File: config.mk
export PLATFORM = sky130hd
export DESIGN_NAME = i2c_master_register_access_core
export DESIGN_NICKNAME = d
export VERILOG_FILES = /design/src/rtl/i2cm_pkg.sv /design/src/rtl/i2cm_step.sv /design/src/rtl/i2cm_out_reg.sv /design/src/rtl/i2c_master_register_access_core.sv
export VERILOG_INCLUDE_DIRS = /design/src /design/src/rtl
export SDC_FILE = /design/constraint.sdc
export NUM_CORES = 1
export LEC_CHECK = 0
export BUFFER_PORTS_ARGS = -buffer_cell sky130_fd_sc_hd__buf_2
export CORE_ASPECT_RATIO = 1.5
export CORE_MARGIN = 1
export CORE_UTILIZATION = 50
export DETAILED_ROUTE_END_ITERATION = 10
export PLACE_DENSITY = 0.7
export SYNTH_ARGS = -nofsm -noshare
export SYNTH_HDL_FRONTEND = slang
export SYNTH_SLANG_ARGS = --single-unit
export TNS_END_PERCENT = 10
File: constraint.sdc
create_clock -name i_clk -period 3.7 [get_ports i_clk]
set_clock_uncertainty 0.15 [all_clocks]
set_input_delay 0.37 -clock i_clk [delete_from_list [all_inputs] [get_ports i_clk]]
set_output_delay 0.37 -clock i_clk [all_outputs]
set_load 0.02 [all_outputs]
File: src/rtl/i2c_master_register_access_core_macros.svh
// Assertion macros shared by the I2C register access core
`ifndef I2C_MASTER_REGISTER_ACCESS_CORE_MACROS_SVH
`define I2C_MASTER_REGISTER_ACCESS_CORE_MACROS_SVH

// same-cycle implication
`define I2CM_ASSERT_NOW(lbl, clk, rst_n, ante, cons, msg) \
    lbl: assert property (@(posedge clk) disable iff (!rst_n) (ante) |-> (cons)) \
        else $error(msg);

// next-cycle implication
`define I2CM_ASSERT_NEXT(lbl, clk, rst_n, ante, cons, msg) \
    lbl: assert property (@(posedge clk) disable iff (!rst_n) (ante) |=> (cons)) \
        else $error(msg);

`endif

File: src/rtl/i2cm_pkg.sv
// Shared types and constants for the I2C register access core
package i2cm_pkg;

    localparam logic [7:0] HALF_PERIOD_RST = 8'd3;
    localparam logic [7:0] ACK_TIMEOUT_RST = 8'd250;

    localparam logic [1:0] OP_TICK  = 2'd0;
    localparam logic [1:0] OP_WRITE = 2'd1;
    localparam logic [1:0] OP_READ  = 2'd2;

    localparam logic CFG_HALF_PERIOD = 1'b0;
    localparam logic CFG_ACK_TIMEOUT = 1'b1;

    typedef struct packed {
        logic [1:0] op;
        logic [7:0] dev_addr;
        logic [7:0] reg_addr;
        logic [7:0] byte_count;
        logic [7:0] wr_data;
        logic       sda_in;
    } t_in_word;

    typedef struct packed {
        logic       scl;
        logic       sda_out;
        logic       busy_res;
        logic       data_req;
        logic       rd_valid;
        logic [7:0] rd_data;
        logic       rd_last;
        logic       done_res;
        logic       failed;
    } t_out_word;

endpackage

File: src/rtl/i2cm_step.sv
// Bus sequencer: state registers and per-tick next-state logic
`include "i2c_master_register_access_core_macros.svh"

module i2cm_step
    import i2cm_pkg::*;
(
    input  logic      i_clk,
    input  logic      i_rst_n,
    input  logic      i_accept,
    input  t_in_word  i_word,
    input  logic      i_cfg_we,
    input  logic      i_cfg_idx,
    input  logic [7:0] i_cfg_data,
    output t_out_word o_res
);

    typedef enum logic [4:0] {
        P_IDLE, P_ST_A, P_ST_B, P_TX_SETUP, P_TX_HIGH, P_TX_LOW,
        P_ACK_SETUP, P_ACK_HIGH, P_ACK_POLL, P_LOAD_REQ, P_LOAD_TAKE,
        P_RX_LOW, P_RX_HIGH, P_MA_SETUP, P_MA_HIGH, P_SP_A, P_SP_B
    } t_phase;

    typedef enum logic [2:0] {
        S_DEV, S_REG, S_RDEV, S_DATA, S_FAIL
    } t_stage;

    t_phase     r_phase, n_phase;
    t_stage     r_stage, n_stage;
    logic [7:0] r_tick, n_tick;
    logic [3:0] r_bit, n_bit;
    logic [7:0] r_shift, n_shift;
    logic [7:0] r_bytes, n_bytes;
    logic [7:0] r_poll, n_poll;
    logic       r_is_read, n_is_read;
    logic [7:0] r_dev, n_dev;
    logic [7:0] r_reg, n_reg;
    logic       r_scl, n_scl;
    logic       r_sda, n_sda;
    logic [7:0] r_half, r_ato;

    logic       dly;
    logic [7:0] tick_inc;
    logic [3:0] bit_inc;
    logic [7:0] rx_byte;
    logic       acked;
    t_out_word  res_word;

    assign tick_inc = r_tick + 8'd1;
    assign dly      = ({1'b0, r_tick} + 9'd1) >= {1'b0, r_half};
    assign bit_inc  = r_bit + 4'd1;
    assign rx_byte  = (r_tick == 8'd0) ? {r_shift[6:0], i_word.sda_in} : r_shift;
    assign acked    = !i_word.sda_in;

    always_comb begin
        n_phase   = r_phase;
        n_stage   = r_stage;
        n_tick    = r_tick;
        n_bit     = r_bit;
        n_shift   = r_shift;
        n_bytes   = r_bytes;
        n_poll    = r_poll;
        n_is_read = r_is_read;
        n_dev     = r_dev;
        n_reg     = r_reg;
        n_scl     = r_scl;
        n_sda     = r_sda;
        res_word          = '0;
        res_word.scl      = r_scl;
        res_word.sda_out  = r_sda;

        case (r_phase)
            P_IDLE: begin
                if (i_word.op inside {OP_WRITE, OP_READ}) begin
                    n_is_read = (i_word.op == OP_READ);
                    n_dev     = i_word.dev_addr;
                    n_reg     = i_word.reg_addr;
                    n_bytes   = i_word.byte_count;
                    n_shift   = i_word.dev_addr;
                    n_stage   = S_DEV;
                    n_scl     = 1'b1;
                    n_sda     = 1'b1;
                    n_tick    = '0;
                    n_phase   = P_ST_A;
                end
            end
            P_ST_A: begin
                n_tick = dly ? '0 : tick_inc;
                if (dly) begin
                    n_sda   = 1'b0;
                    n_phase = P_ST_B;
                end
            end
            P_ST_B: begin
                n_tick = dly ? '0 : tick_inc;
                if (dly) begin
                    n_bit   = '0;
                    n_scl   = 1'b0;
                    n_sda   = r_shift[7];
                    n_phase = P_TX_SETUP;
                end
            end
            P_TX_SETUP: begin
                n_tick = dly ? '0 : tick_inc;
                if (dly) begin
                    n_scl   = 1'b1;
                    n_phase = P_TX_HIGH;
                end
            end
            P_TX_HIGH: begin
                n_tick = dly ? '0 : tick_inc;
                if (dly) begin
                    n_scl   = 1'b0;
                    n_phase = P_TX_LOW;
                end
            end
            P_TX_LOW: begin
                n_tick = dly ? '0 : tick_inc;
                if (dly) begin
                    n_bit   = bit_inc;
                    n_shift = {r_shift[6:0], 1'b0};
                    if (bit_inc < 4'd8) begin
                        n_sda   = r_shift[6];
                        n_phase = P_TX_SETUP;
                    end else begin
                        n_sda   = 1'b1;
                        n_phase = P_ACK_SETUP;
                    end
                end
            end
            P_ACK_SETUP: begin
                n_tick = dly ? '0 : tick_inc;
                if (dly) begin
                    n_scl   = 1'b1;
                    n_phase = P_ACK_HIGH;
                end
            end
            P_ACK_HIGH: begin
                n_tick = dly ? '0 : tick_inc;
                if (dly) begin
                    n_poll  = '0;
                    n_phase = P_ACK_POLL;
                end
            end
            P_ACK_POLL: begin
                if (acked || (r_poll >= r_ato)) begin
                    n_scl  = 1'b0;
                    n_tick = '0;
                    case (r_stage)
                        S_DEV: begin
                            if (!acked) begin
                                n_stage = S_FAIL;
                                n_sda   = 1'b0;
                                n_phase = P_SP_A;
                            end else begin
                                n_stage = S_REG;
                                n_shift = r_reg;
                                n_bit   = '0;
                                n_sda   = r_reg[7];
                                n_phase = P_TX_SETUP;
                            end
                        end
                        S_REG: begin
                            if (r_is_read) begin
                                n_stage = S_RDEV;
                                n_shift = r_dev + 8'd1;
                                n_scl   = 1'b1;
                                n_sda   = 1'b1;
                                n_phase = P_ST_A;
                            end else if (r_bytes == 8'd0) begin
                                n_sda   = 1'b0;
                                n_phase = P_SP_A;
                            end else begin
                                n_phase = P_LOAD_REQ;
                            end
                        end
                        S_RDEV: begin
                            if (r_bytes == 8'd0) begin
                                n_sda   = 1'b0;
                                n_phase = P_SP_A;
                            end else begin
                                n_bit   = '0;
                                n_sda   = 1'b1;
                                n_phase = P_RX_LOW;
                            end
                        end
                        default: begin
                            if (!acked) begin
                                n_stage = S_FAIL;
                                n_sda   = 1'b0;
                                n_phase = P_SP_A;
                            end else if (r_bytes == 8'd0) begin
                                n_sda   = 1'b0;
                                n_phase = P_SP_A;
                            end else begin
                                n_phase = P_LOAD_REQ;
                            end
                        end
                    endcase
                end else begin
                    n_poll = r_poll + 8'd1;
                end
            end
            P_LOAD_REQ: begin
                res_word.data_req = 1'b1;
                n_tick  = '0;
                n_phase = P_LOAD_TAKE;
            end
            P_LOAD_TAKE: begin
                n_shift = i_word.wr_data;
                n_bytes = r_bytes - 8'd1;
                n_stage = S_DATA;
                n_bit   = '0;
                n_scl   = 1'b0;
                n_sda   = i_word.wr_data[7];
                n_tick  = '0;
                n_phase = P_TX_SETUP;
            end
            P_RX_LOW: begin
                n_tick = dly ? '0 : tick_inc;
                if (dly) begin
                    n_scl   = 1'b1;
                    n_phase = P_RX_HIGH;
                end
            end
            P_RX_HIGH: begin
                n_shift = rx_byte;
                n_tick  = dly ? '0 : tick_inc;
                if (dly) begin
                    n_bit = bit_inc;
                    n_scl = 1'b0;
                    if (bit_inc < 4'd8) begin
                        n_phase = P_RX_LOW;
                    end else begin
                        res_word.rd_valid = 1'b1;
                        res_word.rd_data  = rx_byte;
                        res_word.rd_last  = (r_bytes == 8'd1);
                        n_bytes = r_bytes - 8'd1;
                        n_sda   = (r_bytes == 8'd1);
                        n_phase = P_MA_SETUP;
                    end
                end
            end
            P_MA_SETUP: begin
                n_tick = dly ? '0 : tick_inc;
                if (dly) begin
                    n_scl   = 1'b1;
                    n_phase = P_MA_HIGH;
                end
            end
            P_MA_HIGH: begin
                n_tick = dly ? '0 : tick_inc;
                if (dly) begin
                    n_scl = 1'b0;
                    if (r_bytes == 8'd0) begin
                        n_sda   = 1'b0;
                        n_phase = P_SP_A;
                    end else begin
                        n_bit   = '0;
                        n_sda   = 1'b1;
                        n_phase = P_RX_LOW;
                    end
                end
            end
            P_SP_A: begin
                n_tick = dly ? '0 : tick_inc;
                if (dly) begin
                    n_scl   = 1'b1;
                    n_sda   = 1'b1;
                    n_phase = P_SP_B;
                end
            end
            P_SP_B: begin
                n_tick = dly ? '0 : tick_inc;
                if (dly) begin
                    res_word.done_res = 1'b1;
                    res_word.failed   = (r_stage == S_FAIL);
                    n_phase = P_IDLE;
                end
            end
            default: begin
                n_tick  = '0;
                n_phase = P_IDLE;
            end
        endcase

        res_word.busy_res = (n_phase != P_IDLE);
    end

    assign o_res = res_word;

    always_ff @(posedge i_clk) begin
        if (!i_rst_n) begin
            r_phase   <= P_IDLE;
            r_stage   <= S_DEV;
            r_tick    <= '0;
            r_bit     <= '0;
            r_shift   <= '0;
            r_bytes   <= '0;
            r_poll    <= '0;
            r_is_read <= 1'b0;
            r_dev     <= '0;
            r_reg     <= '0;
            r_scl     <= 1'b1;
            r_sda     <= 1'b1;
        end else if (i_accept) begin
            r_phase   <= n_phase;
            r_stage   <= n_stage;
            r_tick    <= n_tick;
            r_bit     <= n_bit;
            r_shift   <= n_shift;
            r_bytes   <= n_bytes;
            r_poll    <= n_poll;
            r_is_read <= n_is_read;
            r_dev     <= n_dev;
            r_reg     <= n_reg;
            r_scl     <= n_scl;
            r_sda     <= n_sda;
        end
    end

    always_ff @(posedge i_clk) begin
        if (!i_rst_n) begin
            r_half <= HALF_PERIOD_RST;
            r_ato  <= ACK_TIMEOUT_RST;
        end else if (i_cfg_we) begin
            case (i_cfg_idx)
                CFG_HALF_PERIOD: r_half <= i_cfg_data;
                CFG_ACK_TIMEOUT: r_ato  <= i_cfg_data;
                default:         r_half <= r_half;
            endcase
        end
    end

    `I2CM_ASSERT_NEXT(a_start_cmd, i_clk, i_rst_n,
        i_accept && (r_phase == P_IDLE) && ((i_word.op == OP_WRITE) || (i_word.op == OP_READ)),
        (r_phase == P_ST_A) && r_scl && r_sda && (r_bytes == $past(i_word.byte_count)),
        "start command did not open a start condition")
    `I2CM_ASSERT_NEXT(a_req_take, i_clk, i_rst_n,
        i_accept && res_word.data_req,
        (r_phase == P_LOAD_TAKE),
        "data request not followed by byte take")
    `I2CM_ASSERT_NEXT(a_done_idle, i_clk, i_rst_n,
        i_accept && res_word.done_res,
        (r_phase == P_IDLE) && r_scl && r_sda,
        "bus not released after stop")
    `I2CM_ASSERT_NOW(a_rd_phase, i_clk, i_rst_n,
        res_word.rd_valid,
        (r_phase == P_RX_HIGH) && (r_bit == 4'd7),
        "read byte flagged outside the eighth bit")

endmodule

File: src/rtl/i2cm_out_reg.sv
// Result register between the sequencer and the output channel
module i2cm_out_reg
    import i2cm_pkg::*;
(
    input  logic      i_clk,
    input  logic      i_rst_n,
    input  logic      i_load,
    input  t_out_word i_word,
    input  logic      i_ready,
    output logic      o_room,
    output logic      o_valid,
    output t_out_word o_word
);

    logic      r_valid;
    t_out_word r_word;

    assign o_room  = !r_valid || i_ready;
    assign o_valid = r_valid;
    assign o_word  = r_word;

    always_ff @(posedge i_clk) begin
        if (!i_rst_n) begin
            r_valid <= 1'b0;
        end else if (o_room) begin
            r_valid <= i_load;
        end
    end

    always_ff @(posedge i_clk) begin
        if (o_room && i_load) begin
            r_word <= i_word;
        end
    end

endmodule

File: src/rtl/i2c_master_register_access_core.sv
// Top level of the I2C register access core
//
//  channel   direction  handshake           word
//  input     in         i_valid / o_ready   t_in_word  (one bus tick)
//  result    out        o_valid / i_ready   t_out_word (one per tick)
//  config    in         i_cfg_we            i_cfg_idx, i_cfg_data
//
// One tick per clock while the result register has room; its result appears in the cycle after acceptance.
// The tick logic is one pass through the sequencer's next-state decode.
// A word is taken whenever the result register is empty or being emptied.
// Synchronous active-low reset: idle, bus released, config at defaults.
module i2c_master_register_access_core
    import i2cm_pkg::*;
(
    input  logic       i_clk,
    input  logic       i_rst_n,
    input  logic       i_valid,
    output logic       o_ready,
    input  t_in_word   i_data,
    output logic       o_valid,
    input  logic       i_ready,
    output t_out_word  o_data,
    input  logic       i_cfg_we,
    input  logic       i_cfg_idx,
    input  logic [7:0] i_cfg_data
);

    logic      room;
    logic      accept;
    t_out_word res_word;

    assign o_ready = room;
    assign accept  = i_valid && room;

    i2cm_step u_step (
        .i_clk      (i_clk),
        .i_rst_n    (i_rst_n),
        .i_accept   (accept),
        .i_word     (i_data),
        .i_cfg_we   (i_cfg_we),
        .i_cfg_idx  (i_cfg_idx),
        .i_cfg_data (i_cfg_data),
        .o_res      (res_word)
    );

    i2cm_out_reg u_out (
        .i_clk   (i_clk),
        .i_rst_n (i_rst_n),
        .i_load  (accept),
        .i_word  (res_word),
        .i_ready (i_ready),
        .o_room  (room),
        .o_valid (o_valid),
        .o_word  (o_data)
    );

endmodule
; ---- Yosys cells after proc, flatten, opt, wreduce, memory -nomap -nowiden
; Index checks and enable logic that the tools add are counted.
[totals]
ff_bits = 96
in_bits = 49
out_inout_bits = 18
[op_classes]
addsub = 6
order_cmp = 3
eq_ne = 42
n_mux = 82
bitwise_logic = 3
n_reduce_logical = 37
[ops]
columns = cell, count
row1 = 8-bit 2-to-1 mux, 14
row2 = 5-bit case mux with 17 select lines, 1
row3 = 5-bit 2-to-1 mux, 16
row4 = 8-bit case mux with 3 select lines, 2
row5 = 5-bit by 4-bit == test with 1-bit output (second input constant), 8
row6 = 8-bit case mux with 5 select lines, 1
row7 = 8-bit case mux with 2 select lines, 2
row8 = 3-bit 2-to-1 mux, 10
row9 = 4-bit 2-to-1 mux, 7
row10 = 8-bit by 1-bit adder with 8-bit output (second input constant), 3
row11 = 2-bit by 1-bit != test with 1-bit output (second input constant), 12
row12 = 5-bit by 3-bit == test with 1-bit output (second input constant), 4
row13 = 4-bit case mux with 5 select lines, 1
row14 = 5-bit nonzero test, 4
row15 = 1-bit 2-to-1 mux, 19
row16 = 3-bit case mux with 3 select lines, 2
row17 = 8-bit logical NOT, 2
row18 = 8-bit AND reduction, 2
row19 = 5-bit case mux with 3 select lines, 1
row20 = 13-bit OR reduction, 1
row21 = 11-bit AND reduction, 1
row22 = 5-bit by 2-bit == test with 1-bit output (second input constant), 2
row23 = 10-bit 2-to-1 mux, 1
row24 = 8-bit by 1-bit adder with 9-bit output (second input constant), 1
row25 = 42 further kinds, 56

; ---- Logic depth before layout (Yosys ltp)
; Gate-level depths: netlist of run 1.
[depth]
word_depth = 7
ltp_mapped = 13
depth_no_buf = 12

; ---- Hierarchy
; Synthesis of run 1 repeated with hierarchy kept, for this count alone.
[unflattened]
cells_unflattened = 699
hier_area_um2 = 5835.6
[modules_own_cells]
columns = module, instances, cells_per_inst, area_per_inst_um2, seq_area_each_um2
row1 = i2cm_step, 1, 677, 5291.3, 1581.5
row2 = i2cm_out_reg, 1, 21, 538.0, 500.5
row3 = i2c_master_register_access_core, 1, 1, 6.3, 0.0

; ---- Worst setup path before layout of run 1
; Ideal clock, no wire load.
[synth_timing]
kind = reg-to-reg
from = register u_step.r_tick[0]
to = register u_out.r_word, in the netlist u_out.o_word[13], data pin
arrival_time_ps = 2928
setup_slack_ps = 350
stages_incl_launch_ff = 13
n_path_buf = 0
cell_sequence = dfxtp_1 > ha_1 > and2_1 > nand4_1 > xnor2_1 > ha_1 > a21oi_2 > a21boi_1 > a311oi_4 > nand2_4 > mux2i_1 > o211ai_1 > or4_1
[synth_lines]
columns = item, line
row1 = "start, declared", i2cm_step.sv:29  ; logic [7:0] r_tick, n_tick;
row2 = "start signal, assigned", i2cm_step.sv:308  ; r_tick <= n_tick;
row3 = "end signal, assigned", i2cm_out_reg.sv:32  ; r_word <= i_word;
row4 = "end, declared", i2cm_out_reg.sv:16  ; t_out_word r_word;

==> key figures, run 1 <==
Timing
  • Hold Fails Final Rpt: 0
  • Worst Slack Setup Final: 154.3 ps
  • Final Max Slew Viols: 0
  • TNS Setup: 0 ps
  • Min cycle time layout: 3546 ps
  • Max transition margin: 0.4149
  • Max Clock Freq: 282.0 MHz
  • Worst-margin pin slew: 874.4 ps
  • Final setup fails: 0
  • Final period util: 0.9583

Global route
  • First-pass GRT wire length: 25,440 um
  • Initial antenna violation count: 0
  • Largest net degree at the start of global routing: 53
  • Vias in the first global route: 5,187
  • All-Layer GR Usage: 0.2752
  • Total gr overflow: 0

Placement
  • GPL Wtd Cong: 1.011
  • Post-Place Worst Slack: 81.70 ps
  • # port buffers: 66
  • Placed cell areas: 6202 sq um
  • Inst Count DP: 894
  • DP HPWL: 11,320 um

Synthesis
  • Largest family of logic cells by synthesized area: compound AO/OA/AOI/OAI gates
  • Yosys reg bits: 96
  • Synth Area in XOR/XNOR: 0.03364
  • Syn_nets: 773
  • Seq/Total Area, Yosys: 0.3635
  • Yosys warning count: 0
  • Post-synth EDFFs: 16
  • Share of the synthesized area in the top cell type: 0.2796
  • Netlist Area Pre-Place: 5728 sq um
  • Adder-Cell Fraction of Synth Area: 0.05461
  • Leading cell types by count after synthesis: nand2_1 (105), dfxtp_1 (80), a21oi_1 (69)
  • Fraction of registers with async set/reset: 0
  • Area leader, netlist: dfxtp_1
  • Syn Area/Cell: 8.195 sq um
  • Top-count cell post-synth: nand2_1
  • Main flop type after synthesis: dfxtp_1
  • Post-Synth Simple-Gate Area: 0.2285
  • Area contributors post-synth: dfxtp_1 (28%), edfxtp_1 (8.4%), nand2_1 (6.9%)
  • Post-synthesis mux area share: 0.02315
  • Synth Instances: 699
  • Synth unique cells: 81
  • Post-synthesis compound-gate area fraction: 0.2490

Clock tree
  • Number of setup buffers added after CTS: 0
  • Clock sinks: 96
  • CTS tree: done
  • CTS root buf: clkbuf_16
  • Maximum clock insertion buffer count: 2
  • TritonCTS Buffers: 9
  • CTS Hold Buffers Added: 0
  • PostCTS Resize Cnt: 0
  • Clock latency on the worst-skew pair: 350 ps
  • Htree depth: 3
  • CTS clock-pin slew for the worst setup and hold paths: 70 ps

Floorplanning
  • Core Footprint: 11,110 sq um
  • Die Area: 11,900 sq um
  • Std cell rows: 47
  • Die Ht: 133.1 um
  • Initial Util: 0.5154
  • Die X-Extent: 89.39 um
  • IO Pins: 67

Layout
  • Area of the multi-input gates: 3392 sq um
  • Max FFs per register: 16
  • Nets: 832
  • Share of cells above drive strength 1: 0.1743
  • Final non-filler cell total: 910
  • Diodes inserted: 0
  • Post-Layout Inst Area: 6515 sq um
  • Fill cell count: 995
  • Area occupied by registers: 2083 sq um
  • Layout area overhead: 13.74%

Job
  • Max_cap viols: 0

Power
  • Maximum VDD drop: 0.0002465 V
  • Combinational share of power: 0.200
  • Clock share of power: 0.351
  • Net Sw Power: 0.8001 mW
  • Switch share: 0.3062
  • Int Pwr: 1.813 mW
  • Flop pwr share: 0.449
  • Lkg Pwr: 2.480 nW
  • Power per Cell Area: 401.1 nW/um^2

Critical path
  • Flop-to-flop setup slack: 150 ps
  • R2R depth: 12
  • Crit-path max cell delay: 530 ps
  • Reg-to-reg startpoint: u_step.r_tick[1]
  • FF-to-FF End: u_out.o_word[13]
  • Startpoint types: flip-flop
  • Critical path class: flip-flop to flip-flop
  • WP data arrival: 3490 ps
  • Worst path most repeated cell: ha_1
  • Worst Setup End Kind: flip-flop
  • Worst path cell trace: ha_1, and2_2, nand4_1, xnor2_2, ha_1, a21oi_2, a21boi_2, a311oi_4, a21oi_1, o21ai_1, o211ai_1, or4_1
  • Critical path's top delay family: compound AO/OA/AOI/OAI gates
  • CP max-delay cell: or4_1
  • Crit Path Max Fanout: 8
  • CP bufs+invs: 0
  • Required time of the critical path: 3640 ps

Drt
  • First DRT Iteration DRCs: 613
  • Mean number of vias per cell: 6.132
  • DRT Pass-1 Iters: 6
  • Post-route ant nets: 0
  • DRC viols: 0
  • Wirelength, routed: 15,570 um
  • Vias: 5,580
  • Drt wl/cell: 17.11 um

Hold path
  • Hold WC Path Type: primary input to flip-flop
  • Hold Path End: u_step.r_reg[1]
  • Hold Path Stages: 3
  • Hold Path Origin: i_data[18]

Outcome
  • Status: finished, final reports clean
==> cell type report <==
cell class              count  share of cell area
clock buffers              11             0.03899
clock inverters             5            0.005954
inverters                  34             0.01959
multi-input cells         537              0.5206
flip-flops and latches     96              0.3198
well taps                 147             0.02823
repair buffers             80             0.06683
==> per-stage QoR <==
stage / util / total power [mW] / hold slack [ps]
after CTS: 0.5844 / 2.614 / 90.57
final: 0.5862 / 2.613 / 100.8
after global placement: 0.5580 / 1.691 / 270.1
after global routing: 0.5862 / 2.729 / 103.9
after detailed placement: 0.5580 / 1.704 / 274.2
after floorplan: - / 1.545 / 259.0
==> worst max-delay path by stage <==
stage | startpoint | end | slack [ps] | cells past startpoint
after CTS | u_step.r_tick[0] | u_step.r_scl | 50 | 14
after global placement | u_step.r_tick[0] | u_step.r_scl | 110 | 14
after detailed placement | u_step.r_tick[0] | u_out.o_word[13] | 80 | 12
after global routing | u_step.r_tick[1] | u_step.r_tick[7] | -10 | 13
after floorplan | u_step.r_tick[0] | u_out.o_word[13] | 350 | 12
final | u_step.r_tick[1] | u_out.o_word[13] | 150 | 12
==> placed cells by master (no fill, tap or decap), types with 6 or more instances in the layout <==
| master | synthesis | layout |
|---|---|---|
| xnor2_1 | 12 | 11 |
| a211oi_1 | 7 | 7 |
| nand4_1 | 7 | 7 |
| a31oi_1 | 7 | 7 |
| nand3_1 | 18 | 18 |
| inv_1 | 32 | 32 |
| dfxtp_1 | 80 | 79 |
| buf_2 | 7 | 66 |
| nand2_1 | 105 | 105 |
| a221oi_1 | 6 | 6 |
| edfxtp_1 | 16 | 16 |
| buf_4 | 4 | 14 |
| and3_1 | 8 | 8 |
| mux2i_1 | 11 | 11 |
| xor2_1 | 10 | 10 |
| o21ai_1 | 5 | 6 |
| a21o_1 | 6 | 6 |
| a21oi_1 | 69 | 69 |
| a22oi_1 | 10 | 10 |
| o211ai_1 | 20 | 20 |
| ha_1 | 25 | 25 |
| nor2b_1 | 9 | 9 |
| nor3_1 | 13 | 13 |
| nand2b_1 | 7 | 7 |
| clkbuf_16 | 0 | 10 |
| o21ai_0 | 28 | 27 |
| nor2_1 | 60 | 60 |
| nor4_1 | 7 | 7 |
==> tightest hold or removal path, stage by stage <==
cell,delay [ps]
buf_2,90
nand2_1,40
a21oi_1,50
==> power groups by stage <==
stage | registers [mW] | clock network, mW | logic [mW]
global placement | 1.19 | 0 | 0.499
finish | 1.17 | 0.916 | 0.523
CTS | 1.17 | 0.931 | 0.511
floorplan | 1.19 | 0 | 0.360
detailed placement | 1.20 | 0 | 0.508
global route | 1.18 | 0.978 | 0.570
==> per-layer routing <==
layer | routed length [um] | track usage | share of wire | up-vias
li1 | - | - | - | 2662
met1 | 6457 | 0.3499 | 0.41 | 2636
met2 | 7799 | 0.4529 | 0.50 | 232
met3 | 836 | 0.04554 | 0.054 | 50
met4 | 475 | 0.1155 | 0.031 | 0
met5 | 0 | 0 | 0 | -
==> cells by family (layout without fill, tap and decap cells) <==
group / Yosys count / after routing
buffers and inverters: 66 / 130
and+or+nand+nor: 267 / 267
adders and majority gates: 25 / 25
xor gates and xnor gates: 22 / 22
DFF: 96 / 96
muxes: 13 / 13
AOI/OAI and AO/OA: 210 / 210
(Power assumes the default switching activity.)
==> inputs of run 2 (changes only) <==
clock period = 4.4 ns   (was 3.7 ns; I/O delays follow)
==> run 2 against run 1 <==
Compared with the run above:
- count of clock-buffer cells in the layout decreased by 2
- critical path depth unchanged
- non-clock buffer count is 10 lower
- wire length is 0.51% lower
- register-to-register slack better by 500 ps
- worst setup slack gained 500 ps
- combinational power decreased by 20%
- fmax is 5.4% lower
- die area stayed put
- critical path type unchanged
- core utilization shrank 0.96 points
- first-iteration DRC count fell by 6.4%
==> key figures, run 2 (same netlist as run 1, synthesis figures left out) <==
Hold path
  • Hold Path Origin: i_data[19]
  • Hold Path Stages: 3 (unchanged)
  • Hold WC Path Type: primary input to flip-flop
  • Hold Path End: u_step.r_reg[2]

Floorplanning
  • IO Pins: 67 (unchanged)
  • Die Ht: 133.1 um (unchanged)
  • Die Area: 11,900 sq um (unchanged)
  • Core Footprint: 11,110 sq um (unchanged)
  • Initial Util: 0.5154 (unchanged)
  • Die X-Extent: 89.39 um (unchanged)
  • Std cell rows: 47 (unchanged)

Clock tree
  • CTS Hold Buffers Added: 0 (unchanged)
  • PostCTS Resize Cnt: 0 (unchanged)
  • Clock sinks: 96 (unchanged)
  • CTS clock-pin slew for the worst setup and hold paths: 70 ps (about the same)
  • Maximum clock insertion buffer count: 2 (unchanged)
  • Number of setup buffers added after CTS: 0 (unchanged)
  • CTS root buf: clkbuf_16
  • CTS tree: done
  • Clock latency on the worst-skew pair: 350 ps (about the same)
  • TritonCTS Buffers: 9 (unchanged)
  • Htree depth: 3 (unchanged)

Timing
  • Hold Fails Final Rpt: 0 (unchanged)
  • Max transition margin: 0.2736 (-0.1413)
  • Min cycle time layout: 3748 ps (+202.1 ps)
  • Final period util: 0.8518 (-0.1065)
  • Worst-margin pin slew: 1084 ps (+209.3 ps)
  • Final Max Slew Viols: 0 (unchanged)
  • Final setup fails: 0 (unchanged)
  • RSZ-0062 raised after global routing: false
  • TNS Setup: 0 ps (unchanged)
  • Max Clock Freq: 266.8 MHz (-5.4%)

Global route
  • Vias in the first global route: 4,937 (-4.8%)
  • Largest net degree at the start of global routing: 53 (unchanged)
  • First-pass GRT wire length: 24,410 um (-4.0%)
  • Initial antenna violation count: 0 (unchanged)
  • Total gr overflow: 0 (unchanged)
  • All-Layer GR Usage: 0.2655 (-0.009724)

Critical path
  • Worst Setup End Kind: flip-flop
  • Critical path class: flip-flop to flip-flop
  • Crit Path Max Fanout: 9 (+1)
  • Required time of the critical path: 4330 ps (+690 ps)
  • Flop-to-flop setup slack: 650 ps (+500 ps)
  • Startpoint types: flip-flop
  • R2R depth: 12 (unchanged)
  • Reg-to-reg startpoint: u_step.r_tick[0]
  • FF-to-FF End: u_out.o_word[13]
  • WP data arrival: 3680 ps (+190 ps)

Placement
  • Inst Count DP: 884 (-1.1%)
  • DP HPWL: 11,210 um (-1.0%)
  • Placed cell areas: 6127 sq um (-1.2%)
  • # port buffers: 66 (unchanged)
  • GPL Wtd Cong: 0.9892 (-2.1%)

Layout
  • Diodes inserted: 0 (unchanged)
  • Most common cell after layout, fill and taps aside: nand2_1
  • Max FFs per register: 16 (unchanged)
  • Layout area overhead: 11.88%
  • Nets: 822 (-1.2%)
  • Post-Layout Inst Area: 6409 sq um (-1.6%)
  • Most frequent cells in the layout: nand2_1 (105), dfxtp_1 (80), a21oi_1 (69), buf_2 (66), nor2_1 (60)
  • Final non-filler cell total: 900 (-1.1%)
  • Share of cells above drive strength 1: 0.1580 (-0.01628)
  • Fin util: 0.5766 (-0.009569)

Job
  • Max_cap viols: 0 (unchanged)

Drt
  • First DRT Iteration DRCs: 574 (-6.4%)
  • DRT Pass-1 Iters: 7 (+1)
  • Mean number of vias per cell: 6.098 (-0.56%)
  • DRC viols: 0 (unchanged)
  • Vias: 5,488 (-1.6%)
  • Post-route ant nets: 0 (unchanged)
  • Drt wl/cell: 17.21 um (+0.59%)
  • Wirelength, routed: 15,490 um (-0.51%)

Power
  • Maximum VDD drop: 0.0002392 V (-2.9%)
  • Total Power: 2.158 mW (-17%)
  • Power per Cell Area: 336.8 nW/um^2 (-16%)
  • Lkg Pwr: 2.406 nW (-3.0%)

Outcome
  • Status: finished, final reports clean
==> run 2: worst max path at each step <==
stage	startpoint	slack, ps	cells after the start	to
2_1_floorplan	u_step.r_tick[0]	1050	12	u_out.o_word[13]
3_3_place_gp	u_step.r_tick[0]	850	12	u_out.o_word[13]
3_5_place_dp	u_step.r_tick[0]	720	12	u_out.o_word[13]
4_1_cts	u_step.r_tick[0]	680	12	u_out.o_word[13]
5_1_grt	u_step.r_tick[0]	430	12	u_out.o_word[13]
6_report	u_step.r_tick[0]	650	12	u_out.o_word[13]
==> run 2: through the flow <==
step                      hold slack [ps]  setup WS, ps
after floorplan                     259.0          1050
after global placement              297.5         851.4
after detailed placement            299.3         717.5
after CTS                           167.7         679.1
after global routing                172.4         429.8
final                               174.2         652.2
==> run 2: report_power, final <==
group	leakage, nW	total, mW	internal (mW)	switching, mW
clock	0.130	0.747	0.389	0.358
sequential	0.805	0.992	0.938	0.0543
combinational	1.47	0.419	0.153	0.266
==> run 2: layout make-up <==
class,count,area (sq um)
multi-input cells,537,3373
fillers,1075,4706
flip-flops and latches,96,2082
repair buffers,70,360.3
clock inverters,7,56.30
clock buffers,9,225.2
inverters,34,127.6
well taps,147,183.9
==> run 2: metal layers <==
metal | global-route usage | share of wire | routed length [um] | vias up
li1 | - | - | - | 2654
met1 | 0.3314 | 0.43 | 6617 | 2575
met2 | 0.4364 | 0.49 | 7571 | 214
met3 | 0.04304 | 0.050 | 767 | 45
met4 | 0.1279 | 0.034 | 532 | 0
met5 | 0 | 0 | 0 | -
==> run 2: critical path, cell delays in order, from the launching register on <==
cell	delay, ps
dfxtp_1	400
ha_1	220
and2_1	240
nand4_1	140
xnor2_1	240
ha_1	310
a21oi_2	130
a21boi_1	110
a311oi_4	480
nand2_4	180
mux2i_1	200
o211ai_1	120
or4_1	560
==> inputs of run 3 (changes only) <==
RECOVER_POWER = 25   (was default)
==> run 3 against run 2 <==
Compared with the run above:
- the run now ends with max-capacitance violations, max-slew violations left
- fmax is 0.43% lower
- count of clock-buffer cells in the layout unchanged
- power hardly changed
- core utilization decreased by 0.25 points
- final cell count did not move
- critical path depth is the same
- die area stayed put
- sequential power about the same
- global-route usage unchanged
- sequential share of layout area up 0.14 points
- critical endpoint is now u_step.r_shift[6]
==> key figures, run 3 (same netlist as run 1, synthesis figures left out) <==
Outcome
  • Status: complete, but fails checks
  • Violated checks: max-capacitance violations, max-slew violations

Critical path
  • FF-to-FF End: u_step.r_shift[6]
  • Critical path class: flip-flop to flip-flop
  • Reg-to-reg startpoint: u_step.r_tick[0]
  • R2R depth: 12 (unchanged)
  • Crit Path Max Fanout: 16 (+7)
  • Required time of the critical path: 4370 ps (+40 ps)
  • WP data arrival: 3730 ps (+50 ps)
  • Flop-to-flop setup slack: 640 ps (-20 ps)
  • Worst Setup End Kind: flip-flop
  • Startpoint types: flip-flop

Floorplanning
  • Die Area: 11,900 sq um (unchanged)
  • Die X-Extent: 89.39 um (unchanged)
  • Core Footprint: 11,110 sq um (unchanged)
  • Std cell rows: 47 (unchanged)
  • Die Ht: 133.1 um (unchanged)
  • IO Pins: 67 (unchanged)
  • Initial Util: 0.5154 (unchanged)

Hold path
  • Hold Path Stages: 3 (unchanged)
  • Hold Path End: u_step.r_reg[2]
  • Hold Path Origin: i_data[19]
  • Hold WC Path Type: primary input to flip-flop

Clock tree
  • Clock latency on the worst-skew pair: 350 ps (about the same)
  • CTS tree: done
  • CTS Hold Buffers Added: 0 (unchanged)
  • Number of setup buffers added after CTS: 0 (unchanged)
  • CTS clock-pin slew for the worst setup and hold paths: 70 ps (about the same)
  • TritonCTS Buffers: 9 (unchanged)
  • Htree depth: 3 (unchanged)
  • CTS root buf: clkbuf_16
  • Maximum clock insertion buffer count: 2 (unchanged)
  • PostCTS Resize Cnt: 0 (unchanged)
  • Clock sinks: 96 (unchanged)

Placement
  • Post-Place Worst Slack: 717.5 ps (unchanged)
  • # port buffers: 66 (unchanged)
  • GPL Wtd Cong: 0.9892 (unchanged)
  • DP HPWL: 11,210 um (unchanged)

Timing
  • Final Max Slew Viols: 53 (+53)
  • Max Clock Freq: 265.7 MHz (-0.43%)
  • Final setup fails: 0 (unchanged)
  • Worst-margin pin slew: 2571 ps (+1488 ps)
  • Max transition margin: -0.7142 (-0.9878)
  • Min cycle time layout: 3764 ps (+16.29 ps)
  • TNS Setup: 0 ps (unchanged)
  • Hold Fails Final Rpt: 0 (unchanged)
  • Worst Slack Setup Final: 635.9 ps (-16.29 ps)
  • RSZ-0062 raised after global routing: false
  • Final period util: 0.8555 (+0.003701)

Layout
  • Most common cell after layout, fill and taps aside: nand2_1
  • Nets: 822 (unchanged)
  • Max FFs per register: 16 (unchanged)
  • Diodes inserted: 0 (unchanged)
  • Most frequent cells in the layout: nand2_1 (105), dfxtp_1 (80), a21oi_1 (69), nor2_1 (60), buf_2 (47)
  • Share of cells above drive strength 1: 0.1315 (-0.02656)
  • Layout area overhead: 11.40%

Power
  • Power per Cell Area: 337.9 nW/um^2 (+0.34%)
  • Lkg Pwr: 2.348 nW (-2.4%)
  • Maximum VDD drop: 0.0002406 V (+0.56%)

Drt
  • DRT Pass-1 Iters: 5 (-2)
  • Wirelength, routed: 15,510 um (+0.15%)
  • Vias: 5,452 (-0.66%)
  • Post-route ant nets: 0 (unchanged)
  • DRC viols: 0 (unchanged)
  • First DRT Iteration DRCs: 582 (+1.4%)
  • Mean number of vias per cell: 6.058 (-0.66%)
  • Drt wl/cell: 17.24 um (+0.15%)

Global route
  • Initial antenna violation count: 0 (unchanged)
  • First-pass GRT wire length: 24,410 um (unchanged)
  • Total gr overflow: 0 (unchanged)
  • All-Layer GR Usage: 0.2655 (unchanged)
  • Vias in the first global route: 4,937 (unchanged)
  • Largest net degree at the start of global routing: 53 (unchanged)

Job
  • Max_cap viols: 1 (+1)
-- run 3: cell count changes in the layout (fill, tap and decap cells not counted), sizes merged --
cell,delta
clkbuf,+20
buf,-20
-- run 3: worst max-delay path by stage --
stage                      from                 to  slack, ps
6_report       u_step.r_tick[0]  u_step.r_shift[6]        640
5_1_grt        u_step.r_tick[0]  u_step.r_shift[4]        410
4_1_cts        u_step.r_tick[0]   u_out.o_word[13]        680
3_5_place_dp   u_step.r_tick[0]   u_out.o_word[13]        720
3_3_place_gp   u_step.r_tick[0]   u_out.o_word[13]        850
2_1_floorplan  u_step.r_tick[0]   u_out.o_word[13]       1050
-- run 3: final cells by class --
type / instances / area [sq um]
Multi-Input combinational cell: 537 / 3373
Fill cell: 1090 / 4733
Sequential cell: 96 / 2082
Clock inverter: 7 / 56.30
Tap cell: 147 / 183.9
Timing Repair Buffer: 70 / 332.8
Clock buffer: 9 / 225.2
Inverter: 34 / 127.6
-- run 3: stage by stage --
stage / total power, mW / util / cells / instance area, sq um / hold WS (ps)
floorplan: 1.299 / - / 699 / 5728 / 259.0
global placement: 1.409 / 0.5513 / 884 / 6127 / 297.5
detailed placement: 1.421 / 0.5513 / 884 / 6127 / 299.3
CTS: 2.163 / 0.5766 / 900 / 6409 / 167.7
global route: 2.241 / 0.5741 / 900 / 6381 / 172.4
finish: 2.156 / 0.5741 / 900 / 6381 / 174.8
-- run 3: report_power, final --
part	total, mW	internal (mW)	switching, mW
clock	0.748	0.389	0.359
sequential	0.993	0.938	0.0544
combinational	0.416	0.150	0.266
total	2.16	1.48	0.679
-- run 3: metal layers --
metal | part of all wire | vias up | global-route usage
met4 | 0.034 | 0 | 0.1279
met5 | 0 | - | 0
met2 | 0.49 | 211 | 0.4364
met3 | 0.051 | 39 | 0.04304
li1 | - | 2653 | -
met1 | 0.43 | 2549 | 0.3314
-- run 3: worst max-delay path: stages, from the launching register on --
cell       delay, ps
dfxtp_1          400
ha_1             220
and2_1           250
nand4_1          140
xnor2_1          240
ha_1             310
a21oi_2          130
a21boi_1         110
a311oi_4         480
nand2_4          180
o2111ai_2        640
o21bai_1         210
a21oi_1           80
